<file path="config.mk">
export PLATFORM = sky130hd
export DESIGN_NAME = debug_argument_tokenizer_flat
export DESIGN_NICKNAME = d
export VERILOG_FILES = /design/src/dat_pkg.sv /design/src/dat_cmd_if.sv /design/src/dat_tok_if.sv /design/src/debug_argument_tokenizer.sv /design/src/dat_front.sv /design/src/dat_queue.sv /design/src/dat_back.sv /design/src/flat_wrapper.sv
export SDC_FILE = /design/constraint.sdc
export NUM_CORES = 2
export LEC_CHECK = 0
export ABC_AREA = 1
export ABC_CLOCK_PERIOD_IN_PS = 4100
export BUFFER_PORTS_ARGS = -buffer_cell sky130_fd_sc_hd__buf_2
export CORE_UTILIZATION = 40
export CTS_BUF_LIST = sky130_fd_sc_hd__clkbuf_2 sky130_fd_sc_hd__clkbuf_4 sky130_fd_sc_hd__clkbuf_8
export CTS_CLUSTER_DIAMETER = 40
export DETAILED_ROUTE_END_ITERATION = 12
export PLACE_DENSITY = 0.59
export SLEW_MARGIN = 25
export SYNTH_ARGS = -nofsm -noshare
export SYNTH_HDL_FRONTEND = slang
export SYNTH_SLANG_ARGS = --single-unit
export TNS_END_PERCENT = 10
</file>
<file path="constraint.sdc">
create_clock -name clk -period 4.1 [get_ports clk]
set_input_delay 0.615 -clock clk [delete_from_list [all_inputs] [get_ports clk]]
set_output_delay 0.615 -clock clk [all_outputs]
set_load 0.1 [all_outputs]
</file>
<file path="src/dat_pkg.sv">
// Shared types, codes and constants for the debug argument tokenizer.
// No dependencies; every other file of the block refers to this package.
`timescale 1ns / 1ps
`default_nettype none

package dat_pkg;

    localparam int VALUE_WIDTH_DEF = 32;
    localparam int QUEUE_DEPTH_DEF = 2;
    localparam int REG_COUNT       = 16;
    localparam int REG_IDX_W       = 4;
    localparam int REG_W           = 32;
    localparam int TOKEN_W         = 32;

    localparam logic [1:0] OPC_CHAR  = 2'd0;
    localparam logic [1:0] OPC_EOL   = 2'd1;
    localparam logic [1:0] OPC_WRITE = 2'd2;

    localparam logic [1:0] KIND_NUMBER = 2'd0;
    localparam logic [1:0] KIND_ERROR  = 2'd1;
    localparam logic [1:0] KIND_END    = 2'd2;

    localparam logic [7:0] CHR_SPACE   = 8'h20;
    localparam logic [7:0] CHR_DOLLAR  = 8'h24;
    localparam logic [7:0] CHR_ZERO    = 8'h30;
    localparam logic [7:0] CHR_NINE    = 8'h39;
    localparam logic [7:0] CHR_UPPER_A = 8'h41;
    localparam logic [7:0] CHR_UPPER_F = 8'h46;
    localparam logic [7:0] CHR_UPPER_X = 8'h58;
    localparam logic [7:0] CHR_LOWER_A = 8'h61;
    localparam logic [7:0] CHR_LOWER_C = 8'h63;
    localparam logic [7:0] CHR_LOWER_F = 8'h66;
    localparam logic [7:0] CHR_LOWER_L = 8'h6c;
    localparam logic [7:0] CHR_LOWER_P = 8'h70;
    localparam logic [7:0] CHR_LOWER_R = 8'h72;
    localparam logic [7:0] CHR_LOWER_S = 8'h73;
    localparam logic [7:0] CHR_LOWER_X = 8'h78;

    localparam logic [3:0] REG_SP  = 4'd13;
    localparam logic [3:0] REG_LR  = 4'd14;
    localparam logic [3:0] REG_PC  = 4'd15;
    localparam logic [3:0] REG_ONE = 4'd1;

    typedef enum logic [1:0] {
        CMD_CHAR,
        CMD_EOL,
        CMD_WRITE
    } cmd_kind_t;

    typedef enum logic [2:0] {
        LT_NONE,
        LT_R,
        LT_P,
        LT_S,
        LT_L,
        LT_C,
        LT_X,
        LT_DOLLAR
    } letter_t;

    typedef struct packed {
        logic       is_space;
        logic       is_dec;
        logic       is_hex;
        logic [3:0] digit;
        letter_t    letter;
    } char_class_t;

    typedef struct packed {
        cmd_kind_t              kind;
        char_class_t            cls;
        logic [REG_IDX_W-1:0]   reg_index;
        logic [REG_W-1:0]       reg_value;
    } item_t;

    typedef enum logic [3:0] {
        ST_ROOT,
        ST_REG,
        ST_REG2,
        ST_LR,
        ST_PC,
        ST_SP,
        ST_DEC,
        ST_HEX,
        ST_PREFIX,
        ST_SUFFIX
    } lex_state_t;

endpackage

`default_nettype wire

</file>
<file path="src/dat_cmd_if.sv">
// Input channel of the tokenizer: characters, end of line, register writes.
// Depends on dat_pkg for field widths.
`timescale 1ns / 1ps
`default_nettype none

interface dat_cmd_if;
    logic                          valid;
    logic                          ready;
    logic [1:0]                    opcode;
    logic [7:0]                    char_code;
    logic [dat_pkg::REG_IDX_W-1:0] reg_index;
    logic [dat_pkg::REG_W-1:0]     reg_value;

    modport source (output valid, output opcode, output char_code, output reg_index,
                    output reg_value, input ready);
    modport sink   (input valid, input opcode, input char_code, input reg_index,
                    input reg_value, output ready);
endinterface

`default_nettype wire

</file>
<file path="src/dat_tok_if.sv">
// Result channel of the tokenizer: at most one token per item.
// Depends on dat_pkg for field widths.
`timescale 1ns / 1ps
`default_nettype none

interface dat_tok_if;
    logic                        valid;
    logic                        ready;
    logic [1:0]                  token_kind;
    logic [dat_pkg::TOKEN_W-1:0] token_value;
    logic                        last_of_line;

    modport source (output valid, output token_kind, output token_value,
                    output last_of_line, input ready);
    modport sink   (input valid, input token_kind, input token_value,
                    input last_of_line, output ready);
endinterface

`default_nettype wire

</file>
<file path="src/debug_argument_tokenizer.sv">
// Top level of the debug argument tokenizer: front end, item queue, lexer back end.
// Depends on dat_pkg, dat_cmd_if, dat_tok_if, dat_front, dat_queue and dat_back.
`timescale 1ns / 1ps
`default_nettype none

// Accepts one item per clock cycle on cmd while the queue is not full, and gives at most
// one token per item on tok. Characters are classified as they are accepted and wait in a
// short queue; the lexer takes one item per cycle from it unless tok is stalled, so the
// sustained rate is one item per cycle, set by the lexer update (one shift-add on the
// accumulator). A closing item is written into the queue, popped by the lexer, and its
// token registered in the result register that drives tok. Register writes and characters
// inside a token give no token. A stalled tok backs up into the queue; cmd.ready drops only when the queue is full.
module debug_argument_tokenizer #(
    parameter int VALUE_WIDTH = dat_pkg::VALUE_WIDTH_DEF,
    parameter int QUEUE_DEPTH = dat_pkg::QUEUE_DEPTH_DEF
) (
    input  logic      clk,
    input  logic      rst_n,
    dat_cmd_if.sink   cmd,
    dat_tok_if.source tok
);

    logic           push_valid, push_ready;
    dat_pkg::item_t push_item;
    logic           pop_valid, pop_ready;
    dat_pkg::item_t pop_item;

    dat_front u_front (
        .cmd        (cmd),
        .push_valid (push_valid),
        .push_ready (push_ready),
        .push_item  (push_item)
    );

    dat_queue #(
        .QUEUE_DEPTH (QUEUE_DEPTH)
    ) u_queue (
        .clk        (clk),
        .rst_n      (rst_n),
        .push_valid (push_valid),
        .push_ready (push_ready),
        .push_item  (push_item),
        .pop_valid  (pop_valid),
        .pop_ready  (pop_ready),
        .pop_item   (pop_item)
    );

    dat_back #(
        .VALUE_WIDTH (VALUE_WIDTH)
    ) u_back (
        .clk       (clk),
        .rst_n     (rst_n),
        .pop_valid (pop_valid),
        .pop_ready (pop_ready),
        .pop_item  (pop_item),
        .tok       (tok)
    );

endmodule

`default_nettype wire

</file>
<file path="src/dat_front.sv">
// Front end: accepts input items and classifies characters for the lexer.
// Depends on dat_pkg and dat_cmd_if.
`timescale 1ns / 1ps
`default_nettype none

module dat_front (
    dat_cmd_if.sink        cmd,
    output logic           push_valid,
    input  logic           push_ready,
    output dat_pkg::item_t push_item
);

    dat_pkg::char_class_t cls;
    logic [7:0]           c;

    assign c = cmd.char_code;

    always_comb
    begin
        cls.is_space = (c == dat_pkg::CHR_SPACE);
        cls.is_dec   = (c >= dat_pkg::CHR_ZERO) && (c <= dat_pkg::CHR_NINE);
        cls.is_hex   = 1'b0;
        cls.digit    = c[3:0];
        cls.letter   = dat_pkg::LT_NONE;
        priority if (cls.is_dec)
        begin
            cls.is_hex = 1'b1;
        end
        else if ((c >= dat_pkg::CHR_LOWER_A) && (c <= dat_pkg::CHR_LOWER_F))
        begin
            cls.is_hex = 1'b1;
            cls.digit  = 4'(c - dat_pkg::CHR_LOWER_A + 8'd10);
        end
        else if ((c >= dat_pkg::CHR_UPPER_A) && (c <= dat_pkg::CHR_UPPER_F))
        begin
            cls.is_hex = 1'b1;
            cls.digit  = 4'(c - dat_pkg::CHR_UPPER_A + 8'd10);
        end
        else
        begin
            cls.is_hex = 1'b0;
        end

        priority if (c == dat_pkg::CHR_LOWER_R)
            cls.letter = dat_pkg::LT_R;
        else if (c == dat_pkg::CHR_LOWER_P)
            cls.letter = dat_pkg::LT_P;
        else if (c == dat_pkg::CHR_LOWER_S)
            cls.letter = dat_pkg::LT_S;
        else if (c == dat_pkg::CHR_LOWER_L)
            cls.letter = dat_pkg::LT_L;
        else if (c == dat_pkg::CHR_LOWER_C)
            cls.letter = dat_pkg::LT_C;
        else if ((c == dat_pkg::CHR_LOWER_X) || (c == dat_pkg::CHR_UPPER_X))
            cls.letter = dat_pkg::LT_X;
        else if (c == dat_pkg::CHR_DOLLAR)
            cls.letter = dat_pkg::LT_DOLLAR;
        else
            cls.letter = dat_pkg::LT_NONE;
    end

    always_comb
    begin
        push_item.cls       = cls;
        push_item.reg_index = cmd.reg_index;
        push_item.reg_value = cmd.reg_value;
        push_item.kind      = dat_pkg::CMD_CHAR;
        push_valid          = 1'b0;
        unique case (cmd.opcode)
            dat_pkg::OPC_CHAR:
            begin
                push_item.kind = dat_pkg::CMD_CHAR;
                push_valid     = cmd.valid;
            end
            dat_pkg::OPC_EOL:
            begin
                push_item.kind = dat_pkg::CMD_EOL;
                push_valid     = cmd.valid;
            end
            dat_pkg::OPC_WRITE:
            begin
                push_item.kind = dat_pkg::CMD_WRITE;
                push_valid     = cmd.valid;
            end
            default:
            begin
                // unused opcode: taken and dropped
                push_valid = 1'b0;
            end
        endcase
    end

    assign cmd.ready = push_ready;

endmodule

`default_nettype wire

</file>
<file path="src/dat_queue.sv">
// Short FIFO of classified items between the front end and the lexer.
// Depends on dat_pkg for the item type.
`timescale 1ns / 1ps
`default_nettype none

module dat_queue #(
    parameter int QUEUE_DEPTH = dat_pkg::QUEUE_DEPTH_DEF
) (
    input  logic           clk,
    input  logic           rst_n,
    input  logic           push_valid,
    output logic           push_ready,
    input  dat_pkg::item_t push_item,
    output logic           pop_valid,
    input  logic           pop_ready,
    output dat_pkg::item_t pop_item
);

    localparam int PTR_W = (QUEUE_DEPTH > 1) ? $clog2(QUEUE_DEPTH) : 1;
    localparam int CNT_W = $clog2(QUEUE_DEPTH + 1);
    localparam logic [PTR_W-1:0] PTR_LAST = PTR_W'(QUEUE_DEPTH - 1);
    localparam logic [CNT_W-1:0] CNT_FULL = CNT_W'(QUEUE_DEPTH);

    dat_pkg::item_t   data_reg [QUEUE_DEPTH];
    logic [PTR_W-1:0] wr_ptr_reg, wr_ptr_next;
    logic [PTR_W-1:0] rd_ptr_reg, rd_ptr_next;
    logic [CNT_W-1:0] count_reg, count_next;
    logic             do_push, do_pop;

    assign push_ready = (count_reg != CNT_FULL);
    assign pop_valid  = (count_reg != '0);
    assign pop_item   = data_reg[rd_ptr_reg];
    assign do_push    = push_valid && push_ready;
    assign do_pop     = pop_valid && pop_ready;

    always_comb
    begin
        wr_ptr_next = wr_ptr_reg;
        rd_ptr_next = rd_ptr_reg;
        count_next  = count_reg;
        if (do_push)
            wr_ptr_next = (wr_ptr_reg == PTR_LAST) ? '0 : wr_ptr_reg + 1'b1;
        if (do_pop)
            rd_ptr_next = (rd_ptr_reg == PTR_LAST) ? '0 : rd_ptr_reg + 1'b1;
        if (do_push && !do_pop)
            count_next = count_reg + 1'b1;
        else if (do_pop && !do_push)
            count_next = count_reg - 1'b1;
    end

    always_ff @(posedge clk or negedge rst_n)
    begin
        if (!rst_n)
        begin
            wr_ptr_reg <= '0;
            rd_ptr_reg <= '0;
            count_reg  <= '0;
        end
        else
        begin
            wr_ptr_reg <= wr_ptr_next;
            rd_ptr_reg <= rd_ptr_next;
            count_reg  <= count_next;
        end
    end

    always_ff @(posedge clk)
    begin
        if (do_push)
            data_reg[wr_ptr_reg] <= push_item;
    end

endmodule

`default_nettype wire

</file>
<file path="src/dat_back.sv">
// Back end: lexer state machine, shadow register file and result register.
// Depends on dat_pkg and dat_tok_if.
`timescale 1ns / 1ps
`default_nettype none

module dat_back #(
    parameter int VALUE_WIDTH = dat_pkg::VALUE_WIDTH_DEF
) (
    input  logic           clk,
    input  logic           rst_n,
    input  logic           pop_valid,
    output logic           pop_ready,
    input  dat_pkg::item_t pop_item,
    dat_tok_if.source      tok
);

    dat_pkg::lex_state_t           state_reg, state_next;
    logic [VALUE_WIDTH-1:0]        acc_reg, acc_next;
    logic                          started_reg, started_next;
    logic                          discard_reg, discard_next;
    logic [dat_pkg::REG_W-1:0]     rf_reg [dat_pkg::REG_COUNT];
    logic                          out_valid_reg, out_valid_next;
    logic [1:0]                    kind_reg;
    logic [dat_pkg::TOKEN_W-1:0]   value_reg;
    logic                          last_reg;

    logic                          pop;
    logic                          emit;
    logic [1:0]                    emit_kind;
    logic [dat_pkg::TOKEN_W-1:0]   emit_value;
    logic                          emit_last;
    logic                          rf_we;
    logic [dat_pkg::REG_IDX_W-1:0] rd_addr;
    logic [dat_pkg::REG_W-1:0]     rf_rdata;
    logic [dat_pkg::TOKEN_W-1:0]   tok_val;
    logic [VALUE_WIDTH-1:0]        digit_ext;
    logic [VALUE_WIDTH-1:0]        dec_sum;
    logic [VALUE_WIDTH-1:0]        hex_sum;
    dat_pkg::char_class_t          cls;
    logic                          ok;
    dat_pkg::lex_state_t           take_state;
    logic [VALUE_WIDTH-1:0]        take_acc;

    assign cls       = pop_item.cls;
    assign pop       = pop_valid && (!out_valid_reg || tok.ready);
    assign pop_ready = !out_valid_reg || tok.ready;

    always_comb
    begin
        unique case (state_reg)
            dat_pkg::ST_LR:   rd_addr = dat_pkg::REG_LR;
            dat_pkg::ST_PC:   rd_addr = dat_pkg::REG_PC;
            dat_pkg::ST_SP:   rd_addr = dat_pkg::REG_SP;
            dat_pkg::ST_REG2: rd_addr = cls.digit + 4'd10;
            default:          rd_addr = cls.digit;
        endcase
    end

    assign rf_rdata  = rf_reg[rd_addr];
    assign tok_val   = (state_reg == dat_pkg::ST_REG2) ? rf_reg[dat_pkg::REG_ONE]
                                                       : dat_pkg::TOKEN_W'(acc_reg);
    assign digit_ext = VALUE_WIDTH'(cls.digit);
    assign dec_sum   = (acc_reg << 3) + (acc_reg << 1) + digit_ext;
    assign hex_sum   = (acc_reg << 4) + digit_ext;

    // one character step of the lexer
    always_comb
    begin
        ok         = 1'b0;
        take_state = state_reg;
        take_acc   = acc_reg;
        unique case (state_reg)
            dat_pkg::ST_ROOT:
            begin
                ok = 1'b1;
                priority if (cls.letter == dat_pkg::LT_R)
                    take_state = dat_pkg::ST_REG;
                else if (cls.letter == dat_pkg::LT_P)
                    take_state = dat_pkg::ST_PC;
                else if (cls.letter == dat_pkg::LT_S)
                    take_state = dat_pkg::ST_SP;
                else if (cls.letter == dat_pkg::LT_L)
                    take_state = dat_pkg::ST_LR;
                else if (cls.letter == dat_pkg::LT_DOLLAR)
                begin
                    take_state = dat_pkg::ST_HEX;
                    take_acc   = '0;
                end
                else if (cls.is_dec && (cls.digit == 4'd0))
                    take_state = dat_pkg::ST_PREFIX;
                else if (cls.is_dec)
                begin
                    take_state = dat_pkg::ST_DEC;
                    take_acc   = digit_ext;
                end
                else
                    ok = 1'b0;
            end
            dat_pkg::ST_LR, dat_pkg::ST_PC, dat_pkg::ST_SP:
            begin
                ok = ((state_reg == dat_pkg::ST_LR) && (cls.letter == dat_pkg::LT_R))
                  || ((state_reg == dat_pkg::ST_PC) && (cls.letter == dat_pkg::LT_C))
                  || ((state_reg == dat_pkg::ST_SP) && (cls.letter == dat_pkg::LT_P));
                take_acc   = VALUE_WIDTH'(rf_rdata);
                take_state = dat_pkg::ST_SUFFIX;
            end
            dat_pkg::ST_REG:
            begin
                ok = cls.is_dec;
                if (cls.digit == 4'd1)
                    take_state = dat_pkg::ST_REG2;
                else
                begin
                    take_acc   = VALUE_WIDTH'(rf_rdata);
                    take_state = dat_pkg::ST_SUFFIX;
                end
            end
            dat_pkg::ST_REG2:
            begin
                ok         = cls.is_dec && (cls.digit <= 4'd5);
                take_acc   = VALUE_WIDTH'(rf_rdata);
                take_state = dat_pkg::ST_SUFFIX;
            end
            dat_pkg::ST_DEC:
            begin
                ok       = cls.is_dec;
                take_acc = dec_sum;
            end
            dat_pkg::ST_HEX:
            begin
                ok       = cls.is_hex;
                take_acc = hex_sum;
            end
            dat_pkg::ST_PREFIX:
            begin
                ok         = (cls.letter == dat_pkg::LT_X);
                take_acc   = '0;
                take_state = dat_pkg::ST_HEX;
            end
            default:
            begin
                ok = 1'b0;
            end
        endcase
    end

    always_comb
    begin
        state_next     = state_reg;
        acc_next       = acc_reg;
        started_next   = started_reg;
        discard_next   = discard_reg;
        rf_we          = 1'b0;
        emit           = 1'b0;
        emit_kind      = dat_pkg::KIND_NUMBER;
        emit_value     = '0;
        emit_last      = 1'b1;
        out_valid_next = out_valid_reg && !tok.ready;
        if (pop)
        begin
            unique case (pop_item.kind)
                dat_pkg::CMD_WRITE:
                begin
                    rf_we = 1'b1;
                end
                dat_pkg::CMD_EOL:
                begin
                    state_next   = dat_pkg::ST_ROOT;
                    acc_next     = '0;
                    started_next = 1'b0;
                    discard_next = 1'b0;
                    emit         = !discard_reg;
                    emit_kind    = started_reg ? dat_pkg::KIND_NUMBER : dat_pkg::KIND_END;
                    emit_value   = started_reg ? tok_val : '0;
                end
                default:
                begin
                    if (!discard_reg)
                    begin
                        emit = cls.is_space || !ok;
                        if (cls.is_space)
                        begin
                            state_next   = dat_pkg::ST_ROOT;
                            acc_next     = '0;
                            started_next = 1'b0;
                            emit_value   = tok_val;
                            emit_last    = 1'b0;
                        end
                        else if (!ok)
                        begin
                            state_next   = dat_pkg::ST_ROOT;
                            acc_next     = '0;
                            started_next = 1'b0;
                            discard_next = 1'b1;
                            emit_kind    = dat_pkg::KIND_ERROR;
                        end
                        else
                        begin
                            state_next   = take_state;
                            acc_next     = take_acc;
                            started_next = 1'b1;
                        end
                    end
                end
            endcase
        end
        if (emit)
            out_valid_next = 1'b1;
    end

    always_ff @(posedge clk or negedge rst_n)
    begin
        if (!rst_n)
        begin
            state_reg     <= dat_pkg::ST_ROOT;
            acc_reg       <= '0;
            started_reg   <= 1'b0;
            discard_reg   <= 1'b0;
            out_valid_reg <= 1'b0;
            for (int i = 0; i < dat_pkg::REG_COUNT; i++)
                rf_reg[i] <= '0;
        end
        else
        begin
            state_reg     <= state_next;
            acc_reg       <= acc_next;
            started_reg   <= started_next;
            discard_reg   <= discard_next;
            out_valid_reg <= out_valid_next;
            if (rf_we)
                rf_reg[pop_item.reg_index] <= pop_item.reg_value;
        end
    end

    always_ff @(posedge clk)
    begin
        if (emit)
        begin
            kind_reg  <= emit_kind;
            value_reg <= emit_value;
            last_reg  <= emit_last;
        end
    end

    assign tok.valid        = out_valid_reg;
    assign tok.token_kind   = kind_reg;
    assign tok.token_value  = value_reg;
    assign tok.last_of_line = last_reg;

    a_err_shape: assert property (@(posedge clk) disable iff (!rst_n)
        (out_valid_reg && (kind_reg == dat_pkg::KIND_ERROR)) |-> (last_reg && (value_reg == '0)))
        else $error("error token must be last of line with zero value");

    a_err_discards: assert property (@(posedge clk) disable iff (!rst_n)
        (emit && (emit_kind == dat_pkg::KIND_ERROR)) |=> discard_reg)
        else $error("line not discarded after error");

    a_no_spurious: assert property (@(posedge clk) disable iff (!rst_n)
        !pop |=> !$rose(out_valid_reg))
        else $error("result appeared without an item");

    a_reg2_started: assert property (@(posedge clk) disable iff (!rst_n)
        (state_reg != dat_pkg::ST_ROOT) |-> (started_reg && !discard_reg))
        else $error("lexer inside a token that was never started");

endmodule

`default_nettype wire

</file>
<file path="src/flat_wrapper.sv">
// flat-port wrapper written by rule: the top's interface ports become plain ports
module debug_argument_tokenizer_flat 
#(
    parameter int VALUE_WIDTH = dat_pkg::VALUE_WIDTH_DEF,
    parameter int QUEUE_DEPTH = dat_pkg::QUEUE_DEPTH_DEF
)
  (clk, rst_n, cmd_valid, cmd_opcode, cmd_char_code, cmd_reg_index, cmd_reg_value, cmd_ready, tok_valid, tok_token_kind, tok_token_value, tok_last_of_line, tok_ready);
  dat_cmd_if cmd_i ();
  dat_tok_if tok_i ();
  input  logic clk;
  input  logic rst_n;
  input wire logic [$bits(cmd_i.valid)-1:0] cmd_valid;
  input wire logic [$bits(cmd_i.opcode)-1:0] cmd_opcode;
  input wire logic [$bits(cmd_i.char_code)-1:0] cmd_char_code;
  input wire logic [$bits(cmd_i.reg_index)-1:0] cmd_reg_index;
  input wire logic [$bits(cmd_i.reg_value)-1:0] cmd_reg_value;
  output wire logic [$bits(cmd_i.ready)-1:0] cmd_ready;
  output wire logic [$bits(tok_i.valid)-1:0] tok_valid;
  output wire logic [$bits(tok_i.token_kind)-1:0] tok_token_kind;
  output wire logic [$bits(tok_i.token_value)-1:0] tok_token_value;
  output wire logic [$bits(tok_i.last_of_line)-1:0] tok_last_of_line;
  input wire logic [$bits(tok_i.ready)-1:0] tok_ready;
  assign cmd_i.valid = cmd_valid;
  assign cmd_i.opcode = cmd_opcode;
  assign cmd_i.char_code = cmd_char_code;
  assign cmd_i.reg_index = cmd_reg_index;
  assign cmd_i.reg_value = cmd_reg_value;
  assign cmd_ready = cmd_i.ready;
  assign tok_valid = tok_i.valid;
  assign tok_token_kind = tok_i.token_kind;
  assign tok_token_value = tok_i.token_value;
  assign tok_last_of_line = tok_i.last_of_line;
  assign tok_i.ready = tok_ready;
  debug_argument_tokenizer #(.VALUE_WIDTH(VALUE_WIDTH), .QUEUE_DEPTH(QUEUE_DEPTH)) u_core (.clk(clk), .rst_n(rst_n), .cmd(cmd_i), .tok(tok_i));
endmodule
</file>
# Word-level counts from Yosys, hierarchy flattened
# Memories as Yosys holds them, arrays and structs flattened.
# Index checks and enable logic that the tools add are counted.
[classes]
n_eq_ne = 41
muxes = 86
bitwise_logic = 4
add_sub_neg = 12
n_lt_le_gt_ge = 10
reduce_logical = 39
[ops]
columns = ["op", "count"]
rows = [
  ["$mux 32", 18],
  ["$bwmux 512", 1],
  ["$pmux 32 s6", 1],
  ["$bmux 32 s4", 1],
  ["$demux 32 s4", 1],
  ["$pmux 32 s2", 2],
  ["$add 32x4->32", 2],
  ["$eq 8x7->1 const B", 7],
  ["$mux 4", 13],
  ["$add 32x32->32", 1],
  ["$pmux 4 s4", 2],
  ["$mux 1", 29],
  ["$ne 5x4->1 const B", 5],
  ["$mux 3", 7],
  ["$eq 4x3->1 const B", 4],
  ["$eq 8x6->1 const B", 2],
  ["$ge 8x7->1 const B", 2],
  ["$le 8x7->1 const B", 2],
  ["$logic_and 1x1->1", 14],
  ["$add 4x4->4 const B", 3],
  ["$eq 3x3->1 const B", 4],
  ["$ne 11x9->1 const B", 1],
  ["$reduce_and 11->1", 1],
  ["$ge 5x5->1 const B", 2],
  ["40 further kinds", 67],
]
[word_totals]
elab_cells = 220
n_memories = 1
ramBits = 96
output_inout_bits = 37
register_bits = 590
inputBits = 50
[mem_list]
columns = ["memory", "words", "width", "rd", "rd_ports_with_merged_regs", "wr", "line", "text"]
rows = [
  ["u_core.u_queue.data_reg", 2, 48, 1, 0, 1, "dat_queue.sv:24", "dat_pkg::item_t data_reg [QUEUE_DEPTH];"],
]

# Depth between registers and ports, before layout
# An unclocked memory read counts as a cell.
[logic_depth]
ltp_word = 16
depth_mapped = 21
ltp_nobuf = 19

# Hierarchy
# From an unflattened synthesis, not the netlist that was laid out.
[unflattened]
hier_cells = 4093
hier_area_um2 = 35378.9
[modules_own_cells]
columns = ["mod", "area_each_um2", "cells_per_inst", "n_inst", "seq_area_each_um2"]
rows = [
  ["dat_back", 30994.7, 3700, 1, 14839.2],
  ["dat_queue", 3717.3, 280, 1, 2982.9],
  ["dat_front", 666.9, 113, 1, 0.0],
]

# Worst setup path after synthesis
# OpenSTA, ideal clock, no wires.
[synth_timing]
path_type = "register to register"
from = "reg u_core.u_queue.count_reg[0]"
to = "mem u_core.u_queue.data_reg[1][0] (netlist bit), enable pin"
n_path_buf = 0
stages_incl_launch_ff = 5
slack_ns = 0.193
t_arrival_ns = 3.452
setup_time_ns = 0.455
path_cell_list = "dfrtp_1 inv_2 nand2_1 o211ai_1 nor2_1"
[synth_between]
elab_chain_cells = 4
[synth_lines]
columns = ["item", "line", "text"]
rows = [
  ["start, declared", "dat_queue.sv:27", "logic [CNT_W-1:0] count_reg, count_next;"],
  ["start signal, assigned", "dat_queue.sv:63", "count_reg <= count_next;"],
  ["$ne 2x2->1", "dat_queue.sv:30", "assign push_ready = (count_reg != CNT_FULL);"],
  ["via cmd_ready", "flat_wrapper.sv:17", "output wire logic [$bits(cmd_i.ready)-1:0] cmd_ready;"],
  ["$logic_and 1x1->1", "dat_queue.sv:33", "assign do_push = push_valid && push_ready;"],
  ["$mux 1", "dat_queue.sv:69", "if (do_push)"],
  ["$mux 1 (implied by the code)", "dat_queue.sv:70", "data_reg[wr_ptr_reg] <= push_item;"],
  ["end, declared", "dat_queue.sv:24", ""],
]
# The timed path passes the listed nets, and every way through them passes these cells.

# Final worst setup path
[layout_timing]
from = "reg u_core.u_queue.rd_ptr_reg"
to = "reg u_core.u_back.acc_reg[26]"
[layout_between]
elab_chain_cells = 14
elab_cells_between_ends = 58
classes_between = "3 x add/sub; 1 x order compare; 19 x eq/ne; 23 x mux; 2 x bitwise; 9 x reduce/logical; 1 x memory"
[layout_lines]
columns = ["item", "line", "text"]
rows = [
  ["start, declared", "dat_queue.sv:26", "logic [PTR_W-1:0] rd_ptr_reg, rd_ptr_next;"],
  ["start signal, assigned", "dat_queue.sv:62", "rd_ptr_reg <= rd_ptr_next;"],
  ["$mem_v2 2x48 *", "--", ""],
  ["branches (longest 13 deep; another with $add 4x4->4)", "--", ""],
  ["end signal, assigned", "dat_back.sv:226", "acc_reg <= acc_next;"],
  ["end, declared", "dat_back.sv:18", "logic [VALUE_WIDTH-1:0] acc_reg, acc_next;"],
]
# Every way passes the cells marked *. The select of a mux whose other input is x is not followed.
# A chain may end at the register's enable or synchronous reset.

==> results by stage <==
Run status:
- The flow ran to the end, and the final reports show no timing, DRC or antenna violations.

Routing:
- The first detailed-routing pass ran for 5 iterations.
- The final layout contains routed wiring with a total length of 106,000 um.
- The via total after detailed routing is 29,250.
- The number of design rule violations left after detail routing is 0.
- For this block, the initial DRC count from the detailed router was 2,415.
- The final antenna-violating net count is 0.
- The final routed wire length divided by cell count is 18.77 um.
- The routed via count divided by cell count is 5.181.

Clock network:
- The later pin in the worst-skew pair is clocked with a latency of 0.80 ns.
- The clock root buffer is sky130_fd_sc_hd__clkbuf_8.
- The TritonCTS clock tree is done.
- Buffers inserted during clock tree synthesis total 130.
- The post-CTS setup buffer count is 0.
- The number of buffers on the longest clock path is 3.
- Gates resized during post-CTS repair numbered 0.
- The sink count of the clock tree is 686.
- The count of H-tree levels built during CTS is 4.
- The clock transition time at the flip-flop clock pins of the worst setup and hold paths is 0.05 ns.

Floorplanning:
- The die covers 87,270 um2.
- The placeable core region is 85,280 um2.
- The placement row count is 107.
- The width of the die is 295.4 um.
- In this run the vertical extent of the chip is 295.4 um.
- Pin placement for this block handled 87 I/O pins.
- For this configuration, the core starts out at a cell density of 0.4038.

Synth:
- Sorting the synthesized cells by area gives the leading types as sky130_fd_sc_hd__dfrtp_1 (40%), sky130_fd_sc_hd__nand2_1 (13%), sky130_fd_sc_hd__edfxtp_1 (11%).
- The synthesis warning total is 0.
- Of the total synthesized cell area, the portion taken by AND, OR, NAND and NOR gates is 0.2408.
- The most common cell in the synthesized netlist is sky130_fd_sc_hd__nand2_1.
- For this run, the register share of the synthesized area comes to 0.5175.
- In the synthesized netlist, the cells that appear most often are sky130_fd_sc_hd__nand2_1 (1,188), sky130_fd_sc_hd__dfrtp_1 (555), sky130_fd_sc_hd__o21ai_0 (503), sky130_fd_sc_hd__inv_1 (395), sky130_fd_sc_hd__nor2_1 (368).
- The post-synth net total is 4,431.
- Of the total synthesized cell area, the portion taken by XOR and XNOR cells is 0.002289.
- The fraction of the mapped netlist area in compound gates is 0.1357.
- The biggest area contributor in the post-synthesis netlist is sky130_fd_sc_hd__dfrtp_1.
- Among all flip-flop cells after synthesis, the most frequent one is sky130_fd_sc_hd__dfrtp_1.
- The number of different library cells used by synthesis comes to 49.
- The share of flip-flops with an asynchronous set or reset after synthesis is 0.8090.
- In the synthesized netlist, the number of instances is 4,313.
- The portion of synthesized area spent on multiplexers is 0.
- In this run, synthesis produced a sequential element count of 686.
- The per-instance average area after synthesis is 7.984 um2.
- The combinational family with the most area after synthesis is simple AND/OR/NAND/NOR gates.
- The total standard cell area after synthesis is 34,440 um2.
- The portion of synthesized cell area occupied by the leading cell type is 0.4033.
- The number of enable flip-flop cells after synthesis is 131.
- Of the total synthesized cell area, the portion taken by full adders, half adders and majority gates is 0.02514.

Setup path:
- The kind of capture point of the worst setup path is a flop.
- The critical path in this run is classified as reg2reg.
- The endpoint identified for the worst register-to-register timing path is u_core.u_back.acc_reg[26]$_DFFE_PN0P_.
- For the worst setup path, the data required time is 4.78 ns.
- The arrival time of the worst setup path is 4.00 ns.
- The worst setup path is launched from a flop.
- For flop-to-flop paths, the worst setup slack is 0.78 ns.
- Along the worst path, the maximum fanout reaches 6.
- The startpoint identified for the worst register-to-register timing path is u_core.u_queue.rd_ptr_reg$_DFFE_PN0P_.
- Measured in cells, the most critical reg-to-reg path has a length of 13.

STA:
- Setup repair after global routing left no endpoint under its margin.
- The smallest hold slack is 0.1469 ns.
- The number of hold violations in the final report is 0.
- Setup violations remaining at the end of the flow were counted as 0.
- Summed over all failing endpoints, the final setup total negative slack is 0 ns.
- The relative slew slack is 0.3995.
- The shortest period the worst path allows is 3.322 ns.
- Dividing the final minimum period by the clock period gives 0.8102.
- Static timing analysis puts the maximum clock frequency at 301.1 MHz.
- The final-report max-slew violation count came to 0.
- Clock skew on the completed layout was measured at 0.04107 ns.
- The worst-case setup margin in the final layout is 0.7783 ns.
- At the pin with the least slew margin, the transition time is 0.8997 ns.

Layout:
- The register with the most flip-flops in the layout has 512 of them.
- The fraction of layout instances using a drive strength above 1 is 0.1016.
- The net total in the final layout is 4,515.
- The filler cells instantiated in the layout total 8,512.
- The area added between synthesis and finish is 14.10%.
- The multi-input combinational cells in the finished layout cover a total of 14,040 um2.
- The area taken by flip-flops and latches is 17,820 um2.

Global routing:
- For this run the aggregate overflow at the end of global routing stands at 0.
- The total global-route track usage is 0.2479.
- The number of antenna violations at the first check in global routing is 3.
- The wire length of the first global-routing pass is 165,100 um.
- Entering global routing, the biggest net connects 88 pins.
- The via count of the first global-routing pass is 27,710.

Placement:
- Routability-driven placement finished with a final weighted congestion of 0.9154.
- The worst slack at placement is 0.5682 ns.
- The half-perimeter wire length of the detailed placement result is 65,770 um.
- Buffers placed on the I/O ports in this run total 86.

Min path:
- The startpoint of the tightest hold check path is cmd_opcode[1].
- The path class of the tightest hold or removal check is in2reg.
- The worst hold path passes through 2 cells.
- The worst hold path terminates at u_core.u_queue.data_reg[0][46]$_DFFE_PP_.

Pwr:
- The static leakage is 0.01823 uW.
- IR analysis of the VDD net gives a maximum drop of 0.4348 mV.
- The power per unit of standard cell area is 845.6 nW/um2.

Job:
- The number of maximum-capacitance constraint violations is 0.
[cell families after synthesis]
family / after synthesis
simple gates: 2003
xor+xnor: 9
compound gates: 893
flops: 686
buf+inv: 654
fa+ha+maj: 68
[worst max-delay path: stages, from the launching register on]
cell and delay (ns):
sky130_fd_sc_hd__dfrtp_2 0.44, sky130_fd_sc_hd__o21ai_1 0.39, sky130_fd_sc_hd__fa_1 0.53, sky130_fd_sc_hd__fa_1 0.40
sky130_fd_sc_hd__o21ai_0 0.52, sky130_fd_sc_hd__inv_1 0.08, sky130_fd_sc_hd__o21bai_1 0.31, sky130_fd_sc_hd__nand2_1 0.16
sky130_fd_sc_hd__nand3_1 0.09, sky130_fd_sc_hd__nand2_1 0.05, sky130_fd_sc_hd__nand3_1 0.07, sky130_fd_sc_hd__nand3_1 0.08
sky130_fd_sc_hd__nand2_1 0.07, sky130_fd_sc_hd__nand2_1 0.05
[metrics by stage]
step / std cells / total power [uW] / instance area (um2) / utilization
after global placement: 5370 / 25840 / 36110 / 0.4235
after CTS: 5642 / 33280 / 39260 / 0.4604
after floorplan: 4313 / 21430 / 34440 / -
after detailed placement: 5370 / 26080 / 36110 / 0.4235
final: 5645 / 33220 / 39290 / 0.4607
after global routing: 5644 / 35680 / 39290 / 0.4607
[metal layers]
layer | track usage | up-vias | wire [um]
met5 | 0 | - | 0
met4 | 0.06938 | 0 | 2051
met3 | 0.04360 | 160 | 6802
met2 | 0.3908 | 921 | 48720
met1 | 0.3493 | 13930 | 48410
li1 | - | 14230 | -
[final cells by class]
type | instances | share of cell area
Sequential cell | 686 | 0.4536
Multi-Input combinational cell | 2973 | 0.3572
Clock buffer | 193 | 0.06092
Timing Repair Buffer | 195 | 0.04293
Inverter | 411 | 0.03933
Tap cell | 1144 | 0.03643
Clock inverter | 41 | 0.009426
Antenna cell | 2 | 0.0001274
[repair_timing]
item,CTS,global route
endpoints found under the setup margin,0,0
endpoints found under the hold margin,143,0
hold buffers,38,0
[where the power goes]
part	switching, uW	internal [uW]
combinational	11100	4190
sequential	1090	9750
clock	2990	4070
total	15200	18000
[worst max-delay path by stage]
stage	start	to	slack [ns]	cells past startpoint
floorplan	u_core.u_queue.count_reg[0]$_DFFE_PN0P_	u_core.u_queue.data_reg[1][0]$_DFFE_PP_	0.19	4
global placement	u_core.u_queue.rd_ptr_reg$_DFFE_PN0P_	u_core.u_back.tok.token_value[1]$_SDFFCE_PN0P_	0.57	8
detailed placement	u_core.u_queue.rd_ptr_reg$_DFFE_PN0P_	u_core.u_back.tok.token_value[1]$_SDFFCE_PN0P_	0.57	8
CTS	u_core.u_queue.rd_ptr_reg$_DFFE_PN0P_	u_core.u_back.tok.token_value[1]$_SDFFCE_PN0P_	0.58	8
global route	u_core.u_queue.rd_ptr_reg$_DFFE_PN0P_	u_core.u_back.acc_reg[18]$_DFFE_PN0P_	0.52	19
finish	u_core.u_queue.rd_ptr_reg$_DFFE_PN0P_	u_core.u_back.acc_reg[26]$_DFFE_PN0P_	0.78	13
[layout by cell type, fill, tap and decap left out, types with 4 or more instances in the layout]
cell	count
sky130_fd_sc_hd__buf_12	25
sky130_fd_sc_hd__nand3_1	349
sky130_fd_sc_hd__o21ai_1	9
sky130_fd_sc_hd__buf_4	45
sky130_fd_sc_hd__xor2_1	6
sky130_fd_sc_hd__buf_2	85
sky130_fd_sc_hd__inv_2	15
sky130_fd_sc_hd__o211ai_1	26
sky130_fd_sc_hd__clkbuf_4	42
sky130_fd_sc_hd__dlygate4sd3_1	38
sky130_fd_sc_hd__nor3_1	11
sky130_fd_sc_hd__clkinv_1	7
sky130_fd_sc_hd__ha_1	66
sky130_fd_sc_hd__clkinvlp_4	11
sky130_fd_sc_hd__nand2_1	1187
sky130_fd_sc_hd__dfrtp_1	554
sky130_fd_sc_hd__nor2_4	22
sky130_fd_sc_hd__nor2_1	364
sky130_fd_sc_hd__clkbuf_8	151
sky130_fd_sc_hd__edfxtp_1	131
sky130_fd_sc_hd__clkinv_2	13
sky130_fd_sc_hd__inv_1	395
sky130_fd_sc_hd__nor4_1	5
sky130_fd_sc_hd__or2_2	5
sky130_fd_sc_hd__nand3_2	4
sky130_fd_sc_hd__or2_1	4
sky130_fd_sc_hd__nand2_2	9
sky130_fd_sc_hd__nand3b_1	4
sky130_fd_sc_hd__bufinv_16	5
sky130_fd_sc_hd__a21oi_1	303
sky130_fd_sc_hd__a211oi_1	31
sky130_fd_sc_hd__o21ai_0	503
sky130_fd_sc_hd__nand4_1	28
sky130_fd_sc_hd__o21bai_1	4
(Power assumes the default switching activity.)
